<file path="src/sv/wgm_pkg.sv">
// Shared types and constants for the wildcard glob matcher.
package wgm_pkg;

  localparam int PatternLenDef = 32;
  localparam int MaxTextDef    = 256;
  localparam int MaxStarsDef   = 10;

  localparam logic [7:0] STAR_CH  = 8'h2A;
  localparam logic [7:0] QMARK_CH = 8'h3F;
  localparam logic [3:0] STAR_SAT = 4'hF;

  typedef enum logic {
    FUNC_PATTERN = 1'b0,
    FUNC_TEXT    = 1'b1
  } func_t;

  typedef struct packed {
    logic        func;
    logic [15:0] value;
    logic        first;
    logic        last;
  } item_t;

  typedef struct packed {
    logic done_res;
    logic matched;
    logic error;
  } result_t;

  typedef struct packed {
    logic pat_item;
    logic text_item;
    logic first;
    logic last;
    logic zero_unit;
  } wgm_ctl_t;

endpackage

</file>
<file path="src/sv/wgm_pattern.sv">
// Pattern store, length, star count and per-position match masks.
module wgm_pattern
  import wgm_pkg::*;
#(
  parameter int PATTERN_LEN = PatternLenDef,
  parameter int MAX_STARS   = MaxStarsDef,
  localparam int LEN_W      = $clog2(PATTERN_LEN + 1)
) (
  input  logic                   clk,
  input  logic                   rst,
  input  wgm_ctl_t               ctl,
  input  logic [15:0]            value,
  output logic [LEN_W-1:0]       len,
  output logic [LEN_W-1:0]       lead_run,
  output logic [PATTERN_LEN-1:0] star_mask,
  output logic [PATTERN_LEN-1:0] adv_mask,
  output logic                   error
);

  localparam int IDX_W = (PATTERN_LEN > 1) ? $clog2(PATTERN_LEN) : 1;

  logic [7:0]       store [PATTERN_LEN];
  logic [LEN_W-1:0] pattern_length;
  logic [3:0]       star_count;
  logic             overflow;
  logic [LEN_W-1:0] lead;
  logic             lead_open;

  logic [7:0]       byte_in;
  logic             is_star;
  logic [LEN_W-1:0] base_len;
  logic [3:0]       base_stars;
  logic [LEN_W-1:0] base_lead;
  logic             base_ovf;
  logic             base_open;
  logic             full;
  logic             store_en;

  assign byte_in    = value[7:0];
  assign is_star    = (byte_in == STAR_CH);
  assign base_len   = ctl.first ? '0 : pattern_length;
  assign base_stars = ctl.first ? '0 : star_count;
  assign base_lead  = ctl.first ? '0 : lead;
  assign base_ovf   = ctl.first ? 1'b0 : overflow;
  assign base_open  = ctl.first ? 1'b1 : lead_open;
  assign full       = (base_len >= LEN_W'(PATTERN_LEN));
  assign store_en   = ctl.pat_item && (byte_in != 8'h00) && !full;

  always_ff @(posedge clk) begin
    if (rst) begin
      pattern_length <= '0;
      star_count     <= '0;
      overflow       <= 1'b0;
      lead           <= '0;
      lead_open      <= 1'b1;
    end else if (ctl.pat_item) begin
      pattern_length <= base_len;
      star_count     <= base_stars;
      overflow       <= base_ovf;
      lead           <= base_lead;
      lead_open      <= base_open;
      if (byte_in != 8'h00) begin
        if (full) begin
          overflow <= 1'b1;
        end else begin
          pattern_length <= base_len + LEN_W'(1);
          if (is_star && base_stars < STAR_SAT) begin
            star_count <= base_stars + 4'd1;
          end
          if (is_star && base_open) begin
            lead <= base_lead + LEN_W'(1);
          end else if (!is_star) begin
            lead_open <= 1'b0;
          end
        end
      end
    end
  end

  always_ff @(posedge clk) begin
    if (store_en) begin
      store[base_len[IDX_W-1:0]] <= byte_in;
    end
  end

  always_comb begin
    for (int i = 0; i < PATTERN_LEN; i++) begin
      logic in_use;
      in_use       = (LEN_W'(i) < pattern_length);
      star_mask[i] = in_use && (store[i] == STAR_CH);
      adv_mask[i]  = in_use && ((store[i] == QMARK_CH) ||
                     (!store[i][7] && ({8'h00, store[i]} == value)));
    end
  end

  assign len      = pattern_length;
  assign lead_run = lead;
  assign error    = overflow || (star_count > 4'(MAX_STARS));

endmodule

</file>
<file path="src/sv/wgm_nfa.sv">
// Active-position vector, text counter and verdict logic.
module wgm_nfa
  import wgm_pkg::*;
#(
  parameter int PATTERN_LEN = PatternLenDef,
  parameter int MAX_TEXT    = MaxTextDef,
  localparam int LEN_W      = $clog2(PATTERN_LEN + 1)
) (
  input  logic                   clk,
  input  logic                   rst,
  input  wgm_ctl_t               ctl,
  input  logic [LEN_W-1:0]       len,
  input  logic [LEN_W-1:0]       lead_run,
  input  logic [PATTERN_LEN-1:0] star_mask,
  input  logic [PATTERN_LEN-1:0] adv_mask,
  output logic                   done,
  output logic                   verdict
);

  localparam int CNT_W = $clog2(MAX_TEXT + 1);
  localparam int LVL   = $clog2(PATTERN_LEN + 1);

  logic [PATTERN_LEN:0] active;
  logic [CNT_W-1:0]     text_count;
  logic                 finished;

  logic [PATTERN_LEN:0] start_vec;
  logic [PATTERN_LEN:0] act_cur;
  logic [PATTERN_LEN:0] nx_raw;
  logic [PATTERN_LEN:0] nx;
  logic [PATTERN_LEN:0] g [LVL+1];
  logic [PATTERN_LEN:0] p [LVL+1];
  logic [CNT_W-1:0]     cnt_inc;
  logic                 open_now;
  logic                 step;

  always_comb begin
    for (int i = 0; i <= PATTERN_LEN; i++) begin
      start_vec[i] = (LEN_W'(i) <= lead_run);
    end
  end

  assign open_now = ctl.first || !finished;
  assign act_cur  = ctl.first ? start_vec : active;
  assign nx_raw   = {1'b0, act_cur[PATTERN_LEN-1:0] & star_mask} |
                    {act_cur[PATTERN_LEN-1:0] & adv_mask, 1'b0};

  // prefix closure: an active star also activates the position after it
  always_comb begin
    g[0] = nx_raw;
    p[0] = {star_mask, 1'b0};
    for (int l = 0; l < LVL; l++) begin
      for (int i = 0; i <= PATTERN_LEN; i++) begin
        if (i >= (1 << l)) begin
          g[l+1][i] = g[l][i] | (p[l][i] & g[l][i-(1<<l)]);
          p[l+1][i] = p[l][i] & p[l][i-(1<<l)];
        end else begin
          g[l+1][i] = g[l][i];
          p[l+1][i] = p[l][i];
        end
      end
    end
  end
  assign nx = g[LVL];

  assign step    = ctl.text_item && open_now && !ctl.zero_unit;
  assign cnt_inc = (ctl.first ? '0 : text_count) + CNT_W'(1);

  always_comb begin
    done    = 1'b0;
    verdict = 1'b0;
    if (ctl.text_item && open_now) begin
      if (ctl.zero_unit) begin
        done    = 1'b1;
        verdict = act_cur[len];
      end else if (ctl.last || cnt_inc >= CNT_W'(MAX_TEXT)) begin
        done    = 1'b1;
        verdict = nx[len];
      end
    end
  end

  always_ff @(posedge clk) begin
    if (rst) begin
      active     <= '0;
      text_count <= '0;
      finished   <= 1'b1;
    end else if (ctl.pat_item) begin
      finished <= 1'b1;
    end else if (ctl.text_item && open_now) begin
      finished <= done;
      if (step) begin
        active     <= nx;
        text_count <= cnt_inc;
      end else if (ctl.first) begin
        active     <= start_vec;
        text_count <= '0;
      end
    end
  end

endmodule

</file>
<file path="src/sv/wildcard_glob_matcher.sv">
// Top level of the wildcard glob matcher: handshakes, input and result registers.
//
// Channels: item (valid/ready, item_t) carries pattern bytes (func = 0) and
// 16-bit text units (func = 1); res (valid/ready, result_t) returns one
// result transaction for every item transaction, in order. Load a pattern
// with first set on its opening byte, then stream a string with first set
// on its opening unit. A string ends at a zero unit, at a unit with last
// set, or after MAX_TEXT units; that transaction's result has done_res set
// with matched and error. All other results are all zero.
// Path: an item accepted into the input register reaches res through the
// result register. Throughput: one item per cycle while res is not
// stalled; the star closure over all pattern positions is a prefix tree
// of ceil(log2(PATTERN_LEN + 1)) levels between the two registers.
// Reset: both registers empty, pattern empty, no string open; the pattern
// store holds garbage until written. When res stalls, the result register
// holds and the input register still takes one item; item_ready then drops
// until the result is taken.
module wildcard_glob_matcher
  import wgm_pkg::*;
#(
  parameter int PATTERN_LEN = PatternLenDef,
  parameter int MAX_TEXT    = MaxTextDef,
  parameter int MAX_STARS   = MaxStarsDef
) (
  input  logic    clk,
  input  logic    rst,
  input  logic    item_valid,
  output logic    item_ready,
  input  item_t   item,
  output logic    res_valid,
  input  logic    res_ready,
  output result_t res
);

  localparam int LEN_W = $clog2(PATTERN_LEN + 1);

  item_t   item_q;
  logic    item_vld;
  logic    advance;
  logic    fire;
  wgm_ctl_t ctl;

  logic [LEN_W-1:0]       len;
  logic [LEN_W-1:0]       lead_run;
  logic [PATTERN_LEN-1:0] star_mask;
  logic [PATTERN_LEN-1:0] adv_mask;
  logic                   error;
  logic                   done;
  logic                   verdict;
  result_t                res_next;

  assign advance    = !res_valid || res_ready;
  assign fire       = item_vld && advance;
  assign item_ready = !item_vld || advance;

  assign ctl.pat_item  = fire && (item_q.func == FUNC_PATTERN);
  assign ctl.text_item = fire && (item_q.func == FUNC_TEXT);
  assign ctl.first     = item_q.first;
  assign ctl.last      = item_q.last;
  assign ctl.zero_unit = (item_q.value == 16'h0000);

  always_ff @(posedge clk) begin
    if (rst) begin
      item_vld <= 1'b0;
    end else if (item_ready) begin
      item_vld <= item_valid;
    end
  end

  always_ff @(posedge clk) begin
    if (item_ready && item_valid) begin
      item_q <= item;
    end
  end

  wgm_pattern #(
    .PATTERN_LEN(PATTERN_LEN),
    .MAX_STARS  (MAX_STARS)
  ) u_pattern (
    .clk      (clk),
    .rst      (rst),
    .ctl      (ctl),
    .value    (item_q.value),
    .len      (len),
    .lead_run (lead_run),
    .star_mask(star_mask),
    .adv_mask (adv_mask),
    .error    (error)
  );

  wgm_nfa #(
    .PATTERN_LEN(PATTERN_LEN),
    .MAX_TEXT   (MAX_TEXT)
  ) u_nfa (
    .clk      (clk),
    .rst      (rst),
    .ctl      (ctl),
    .len      (len),
    .lead_run (lead_run),
    .star_mask(star_mask),
    .adv_mask (adv_mask),
    .done     (done),
    .verdict  (verdict)
  );

  assign res_next.done_res = done;
  assign res_next.matched  = done && verdict && !error;
  assign res_next.error    = done && error;

  always_ff @(posedge clk) begin
    if (rst) begin
      res_valid <= 1'b0;
    end else if (advance) begin
      res_valid <= item_vld;
    end
  end

  always_ff @(posedge clk) begin
    if (fire) begin
      res <= res_next;
    end
  end

  a_no_result_after_reset: assert property (@(posedge clk)
    $past(rst) |-> !res_valid)
    else $error("result valid right after reset");

  a_stall_blocks_input: assert property (@(posedge clk) disable iff (rst)
    res_valid && !res_ready && item_vld |-> !item_ready)
    else $error("input taken while both stages are full");

  a_result_consistent: assert property (@(posedge clk) disable iff (rst)
    res_valid |-> !(res.matched && res.error) && (res.done_res || !(res.matched || res.error)))
    else $error("inconsistent result flags");

  a_item_flows: assert property (@(posedge clk) disable iff (rst)
    item_vld && advance |=> res_valid)
    else $error("processed item produced no result");

endmodule

</file>
<file path="config.mk">
export PLATFORM = sky130hd
export DESIGN_NAME = wildcard_glob_matcher
export DESIGN_NICKNAME = d
export VERILOG_FILES = /design/src/sv/wgm_pkg.sv /design/src/sv/wgm_pattern.sv /design/src/sv/wgm_nfa.sv /design/src/sv/wildcard_glob_matcher.sv
export SDC_FILE = /design/constraint.sdc
export NUM_CORES = 1
export LEC_CHECK = 0
export ABC_AREA = 1
export BUFFER_PORTS_ARGS = -buffer_cell sky130_fd_sc_hd__buf_2
export CAP_MARGIN = 20
export CORE_MARGIN = 2
export CORE_UTILIZATION = 56
export DETAILED_ROUTE_END_ITERATION = 8
export PLACE_DENSITY = 0.72
export RECOVER_POWER = 25
export SYNTH_ARGS = -nofsm -noshare
export SYNTH_HDL_FRONTEND = slang
export SYNTH_SLANG_ARGS = --single-unit
</file>
<file path="constraint.sdc">
create_clock -name clk -period 8.08 [get_ports clk]
set_input_delay 0.404 -clock clk [delete_from_list [all_inputs] [get_ports clk]]
set_output_delay 0.404 -clock clk [all_outputs]
set_load 0.02 [all_outputs]
</file>
## Yosys cells after proc, flatten, opt, wreduce, memory -nomap -nowiden

Memory sizes are Yosys's and may differ from the RTL's.
Index checks and enable logic that the tools add are counted.

| storage, ports and cells | value |
|---|---|
| register bits after elaboration | 85 |
| RAM bits | 256 |
| bits of input ports | 23 |
| logic and storage cells | 790 |
| memories kept | 1 |

| operators by class | value |
|---|---|
| $add $sub $neg | 4 |
| $lt $le $gt $ge | 70 |
| equal/unequal tests | 97 |
| multiplexer cells | 35 |
| bitwise logic cells | 378 |
| reduce and logical (&&, ||, !) cells | 188 |

Memories:

| name | depth | bits a word | read ports | clocked after memory_dff | wr ports | line | source |
|---|---|---|---|---|---|---|---|
| u_pattern.store | 32 | 8 | 32 | 0 | 1 | wgm_pattern.sv:22 | `logic [7:0] store [PATTERN_LEN];` |

Operator list:

| operator | count |
|---|---|
| 8-bit by 6-bit equality test with 1-bit output, second input constant | 65 |
| 8-bit by 16-bit equality test with 1-bit output | 32 |
| 1-bit bitwise AND | 238 |
| 1-bit bitwise OR | 135 |
| 1-bit logical AND | 109 |
| 5-bit by 6-bit less-or-equal comparator with 1-bit output, first input constant | 16 |
| 5-bit by 6-bit less-than comparator with 1-bit output, first input constant | 16 |
| 33-bit 2-to-1 mux | 2 |
| 32-bit bitwise AND | 2 |
| 4-bit by 6-bit less-or-equal comparator with 1-bit output, first input constant | 8 |
| 4-bit by 6-bit less-than comparator with 1-bit output, first input constant | 8 |
| 6-bit 2-to-1 mux | 7 |
| 1-bit zero test | 38 |
| 1-bit logical OR | 37 |
| 32-bit by 33-bit bitwise OR with 33-bit output | 1 |
| 3-bit by 6-bit less-or-equal comparator with 1-bit output, first input constant | 4 |
| 3-bit by 6-bit less-than comparator with 1-bit output, first input constant | 4 |
| 1-bit 2-to-1 mux | 18 |
| 9-bit 2-to-1 mux | 2 |
| 16-bit zero test | 1 |
| 4-bit 2-to-1 mux | 4 |
| 6-bit by 1-bit adder with 6-bit output, second input constant | 2 |
| 1-bit binary-select mux with 6-bit select | 2 |
| 1-bit by 6-bit less-or-equal comparator with 1-bit output, first input constant | 2 |
| other kinds (15) | 19 |

## Longest topological paths before layout

An unclocked memory read counts as a cell.

| depth | value |
|---|---|
| depth in word-level cells | 25 |
| gate-level depth with buffers | 27 |
| depth with buffers taken out | 26 |

## Hierarchy

Synthesis repeated with hierarchy kept, for this count alone.

| second synthesis, totals | value |
|---|---|
| cells, all modules | 2629 |
| area, all modules | 20568.5 µm² |

Modules (own cells, without submodules):

| module | instances | cells each | area an instance (µm²) | seq. area each (µm²) |
|---|---|---|---|---|
| wgm_pattern | 1 | 1456 | 14093.5 | 8047.7 |
| wgm_nfa | 1 | 1106 | 5590.4 | 860.8 |
| wildcard_glob_matcher | 1 | 67 | 884.6 | 700.7 |

## Least setup slack after synthesis

OpenSTA, ideal clock, no wires.

| timing path | value |
|---|---|
| path kind | reg-to-reg |
| start | register item_q[8] (netlist name) |
| end | memory u_pattern.store[15][0], enable pin |
| setup time | 0.374 ns |
| arrival | 2.778 ns |
| path slack | 4.928 ns |
| stages on the path, launching flop included | 15 |
| path through | edfxtp_1 -> buf_2 -> buf_2 -> nor2_1 -> nand3_1 -> inv_1 -> nand4_1 -> inv_1 -> nor2_2 -> inv_1 -> nor2_1 -> inv_1 -> nor2_1 -> clkinv_1 -> nor2_1 |

| on the way | value |
|---|---|
| longest elaborated chain between the ends | 5 |

RTL lines:

| element | line | source |
|---|---|---|
| from (decl) | wildcard_glob_matcher.sv:37 | `item_t item_q;` |
| from (signal assigned) | wildcard_glob_matcher.sv:72 | `item_q <= item;` |
| 8-bit nonzero test | wgm_pattern.sv:47 | `assign store_en = ctl.pat_item && (byte_in != 8'h00) && !full;` |
| 1-bit logical AND (2 in a row) | wgm_pattern.sv:47 |  |
| 1-bit 2-to-1 mux | wgm_pattern.sv:81 | `if (store_en) begin` |
| 1-bit 2-to-1 mux (not written as such) | wgm_pattern.sv:82 | `store[base_len[IDX_W-1:0]] <= byte_in;` |
| to (decl) | wgm_pattern.sv:22 |  |

Every way passes these cells.

==> run_results.csv <==
group,metric,value,unit
grt,grt_max_degree,58,
grt,first_global_vias,18890,
setup_path,end_kind,"flop",
drt,wirelength,72000,µm
run,drv_cap,3,
worst_hold_path,hold_class,"input pin to flop",
clock_tree,cts_made_buffers,37,
sta,finalHoldViolCount,0,
layout,ff_latch_area,0.009609,mm²
layout,nFillCells,3438,
floorplan,die_w,198.7,µm
sta,fin_crit_sh,72.43,%
setup_path,arrival,6.26,ns
power,p_leak,9.705,nW
layout,antenna_cells,0,
grt,grt_pass1_wl,108900,µm
floorplan,die_h,198.7,µm
floorplan,rows,71,
sta,finalSetupViolCount,0,
sta,finClkSkew,0.01506,ns
clock_tree,clk_path_buf_depth,3,
drt,wl_per_cell,20.71,µm
logic_synthesis,synth_area,0.02123,mm²
sta,relSlewSlack,-78.29,%
logic_synthesis,ys_ff_latch,341,
setup_path,cp_data_required_time,8.49,ns
grt,grt.total_usage,36.74,%
setup_path,start_kind,"flop",
clock_tree,clkTransAtPathRegs,0.06,ns
layout,layout_commonest_cell,"nand2_1",
clock_tree,clock_latency,0.56,ns
sta,slew_violations,136,
placement,gp_congestion,1.092,
floorplan,core_area,0.03749,mm²
clock_tree,cts_tree,"built",
sta,post-route-min-period,5.852,ns
clock_tree,clkSinkCount,341,
drt,viasPerCell,5.816,
grt,grt_antenna_before_repair,0,
layout,final_cell_mix,"873 x nand2_1, 444 x nor2_1, 392 x inv_1, 278 x edfxtp_1, 147 x nand3_1",
sta,fin_tns_setup,0,ns
layout,multiInputGateArea,0.009661,mm²
clock_tree,h-tree-depth,2,
power,vdd_ir_drop_max,168.5,µV
drt,ant_nets,0,
logic_synthesis,netlist_instances,2924,
drt,drtIter0Drc,2444,
clock_tree,hold_buffers,0,
logic_synthesis,syn_avg_cell_area,7.262,µm²
setup_path,worstSetupPathType,"flop to flop",
status,violations,"max-capacitance violations, max-slew violations",
sta,rsz0062_at_grt,"false",
floorplan,die_area,0.03949,mm²
floorplan,start_util,56.64,%
layout,drive_gt1_share,6.476,%
setup_path,reg2reg_depth,22,
logic_synthesis,syn_nets,2954,
drt,drt_first_pass_iters,6,
placement,portBuffers,27,
layout,layout.nets,2969,
floorplan,io_pins,28,
clock_tree,root_buffer,"clkbuf_16",
power,p_per_area,164.7,mW/mm²
sta,max_clock_freq,170.9,MHz
clock_tree,cts_resized,0,
logic_synthesis,yosysWarnings,0,
worst_hold_path,hold_path_end,"item_q[14]",
layout,finish.utilization,61.13,%
worst_hold_path,hold_start,"item[14]",
worst_hold_path,worstHoldPathCells,1,
drt,vias,20220,
sta,tightest_slew,2.674,ns
logic_synthesis,synth-seq-area-share,45.26,%
placement,dp_hpwl,51480,µm
status,outcome,"finished with violations",
drt,post-route-drc-count,0,
setup_path,crit_fanout,42,
setup_path,rrSetupSlack,2.23,ns
setup_path,reg2reg_to,"res[1]",
clock_tree,cts_setup_buffers,0,
grt,grt-ovfl-total,0,
layout,area_growth,7.937,%
logic_synthesis,ys_types,54,
setup_path,r2r-start,"item_q[4]",
==> area by class of cell <==
type	instances	area share, %
well taps	511	2.790
inverters	416	6.813
multi-input cells	2087	42.15
repair buffers	56	1.381
clock buffers	45	4.264
clock inverters	20	0.6715
flip-flops and latches	341	41.93
==> metal layers <==
layer	share of wire [%]	global-route usage, %
met2	44	57.04
met4	4.5	15.81
met1	41	50.69
met5	0	0
met3	11	6.562
==> registers in the layout, summed over array words and instances, names as in the netlist <==
| register | cells |
|---|---|
| item_vld | 1 |
| u_pattern.lead_run | 6 |
| u_nfa.active | 33 |
| u_pattern.lead_open | 1 |
| u_pattern.store | 256 |
| u_pattern.len | 6 |
| u_nfa.finished | 1 |
| res_valid | 1 |
| res | 3 |
| u_nfa.text_count | 9 |
| u_pattern.overflow | 1 |
| u_pattern.star_count | 4 |
| item_q | 17 |
| ctl | 2 |
==> cells in the mapped netlist (all sizes together) <==
cell     number  area share [%]
clkinv        3           0.053
o211ai        7            0.25
a31oi         2           0.059
nand4        53             1.6
nor4         20            0.62
a22oi        19            0.67
mux2i         1           0.047
nor3         69             1.8
o21a          4            0.14
ha            7            0.41
edfxtp      278              39
buf          56             1.5
a221oi        9            0.37
nand3b        5            0.18
o22ai        13            0.38
a211oi        1           0.035
o21bai       12            0.42
o2111ai       8            0.33
o221ai        3            0.12
nor4b         1           0.041
nand2       887              16
a21boi        1           0.035
and3          1           0.029
a2111oi       1           0.041
o21ai       144             3.5
o32ai         3            0.12
or2          28            0.82
nand3       150             3.6
inv         413             7.3
a21oi        95             2.3
and3b         1           0.041
o41ai         1           0.041
xor2         52             2.1
nor2        468             8.6
xnor2        19            0.78
dfxtp        63             5.9
and2          1           0.029
clkbuf       24            0.42
nor3b         1           0.035
==> power breakdown <==
part | total (W) | internal (W) | switching (W)
Combinational | 0.000240 | 0.0000571 | 0.000183
Sequential | 0.00192 | 0.00191 | 0.00000723
Clock | 0.00161 | 0.000901 | 0.000713
==> through the flow <==
stage | hold WS (ns) | power [W] | instances | instance area (µm²) | setup slack, ns
final | 0.02211 | 0.003774 | 3476 | 22920 | 2.228
after global routing | 0.007868 | 0.003880 | 3476 | 22920 | 1.856
after CTS | 0.001853 | 0.003789 | 3476 | 22950 | 3.478
after detailed placement | 0.4633 | 0.002191 | 3411 | 21820 | 3.477
after global placement | 0.4505 | 0.002187 | 3411 | 21820 | 3.444
after floorplan | 0.4421 | 0.002102 | 2924 | 21230 | 4.928
==> worst max-delay path, stage by stage, from the launching register on <==
cell	delay [ns]
edfxtp_1	0.32
clkbuf_1	0.81
clkbuf_1	1.81
nand2_1	0.15
a21oi_1	0.27
nand3_1	0.09
o21ai_0	0.53
nand3_1	0.19
o21ai_0	0.25
nand2_1	0.10
nand2_1	0.15
nor2_1	0.06
nand2_1	0.10
a21oi_1	0.12
nand3_1	0.09
nand2_1	0.07
nand2_1	0.06
nand2_1	0.05
nand2_1	0.05
nand2_1	0.06
o21ai_1	0.13
nand2_1	0.10
a21oi_1	0.13
==> how the worst max path moves through the flow <==
stage / from / endpoint / slack (ns) / cells past startpoint
global placement: ctl[2] / u_nfa.active[29] / 3.44 / 13
finish: item_q[4] / res[1] / 2.23 / 22
CTS: ctl[2] / u_nfa.active[29] / 3.48 / 13
global route: item_q[3] / res[1] / 1.86 / 22
detailed placement: ctl[2] / u_nfa.active[29] / 3.48 / 13
floorplan: item_q[8] / u_pattern.store[15][0] / 4.93 / 14
==> kinds of logic (layout without fill, tap and decap cells) <==
kind of cell,count (synthesis),count (layout),share of synthesized area (%)
and+or+nand+nor,1685,1685,33.24
buffers and inverters,496,537,9.281
DFF,341,341,45.26
AOI/OAI and AO/OA,323,323,8.839
xor gates and xnor gates,71,71,2.929
adders and majority gates,7,7,0.4125
muxes,1,1,0.04714
No activity file was read; power rests on OpenSTA's default activity.
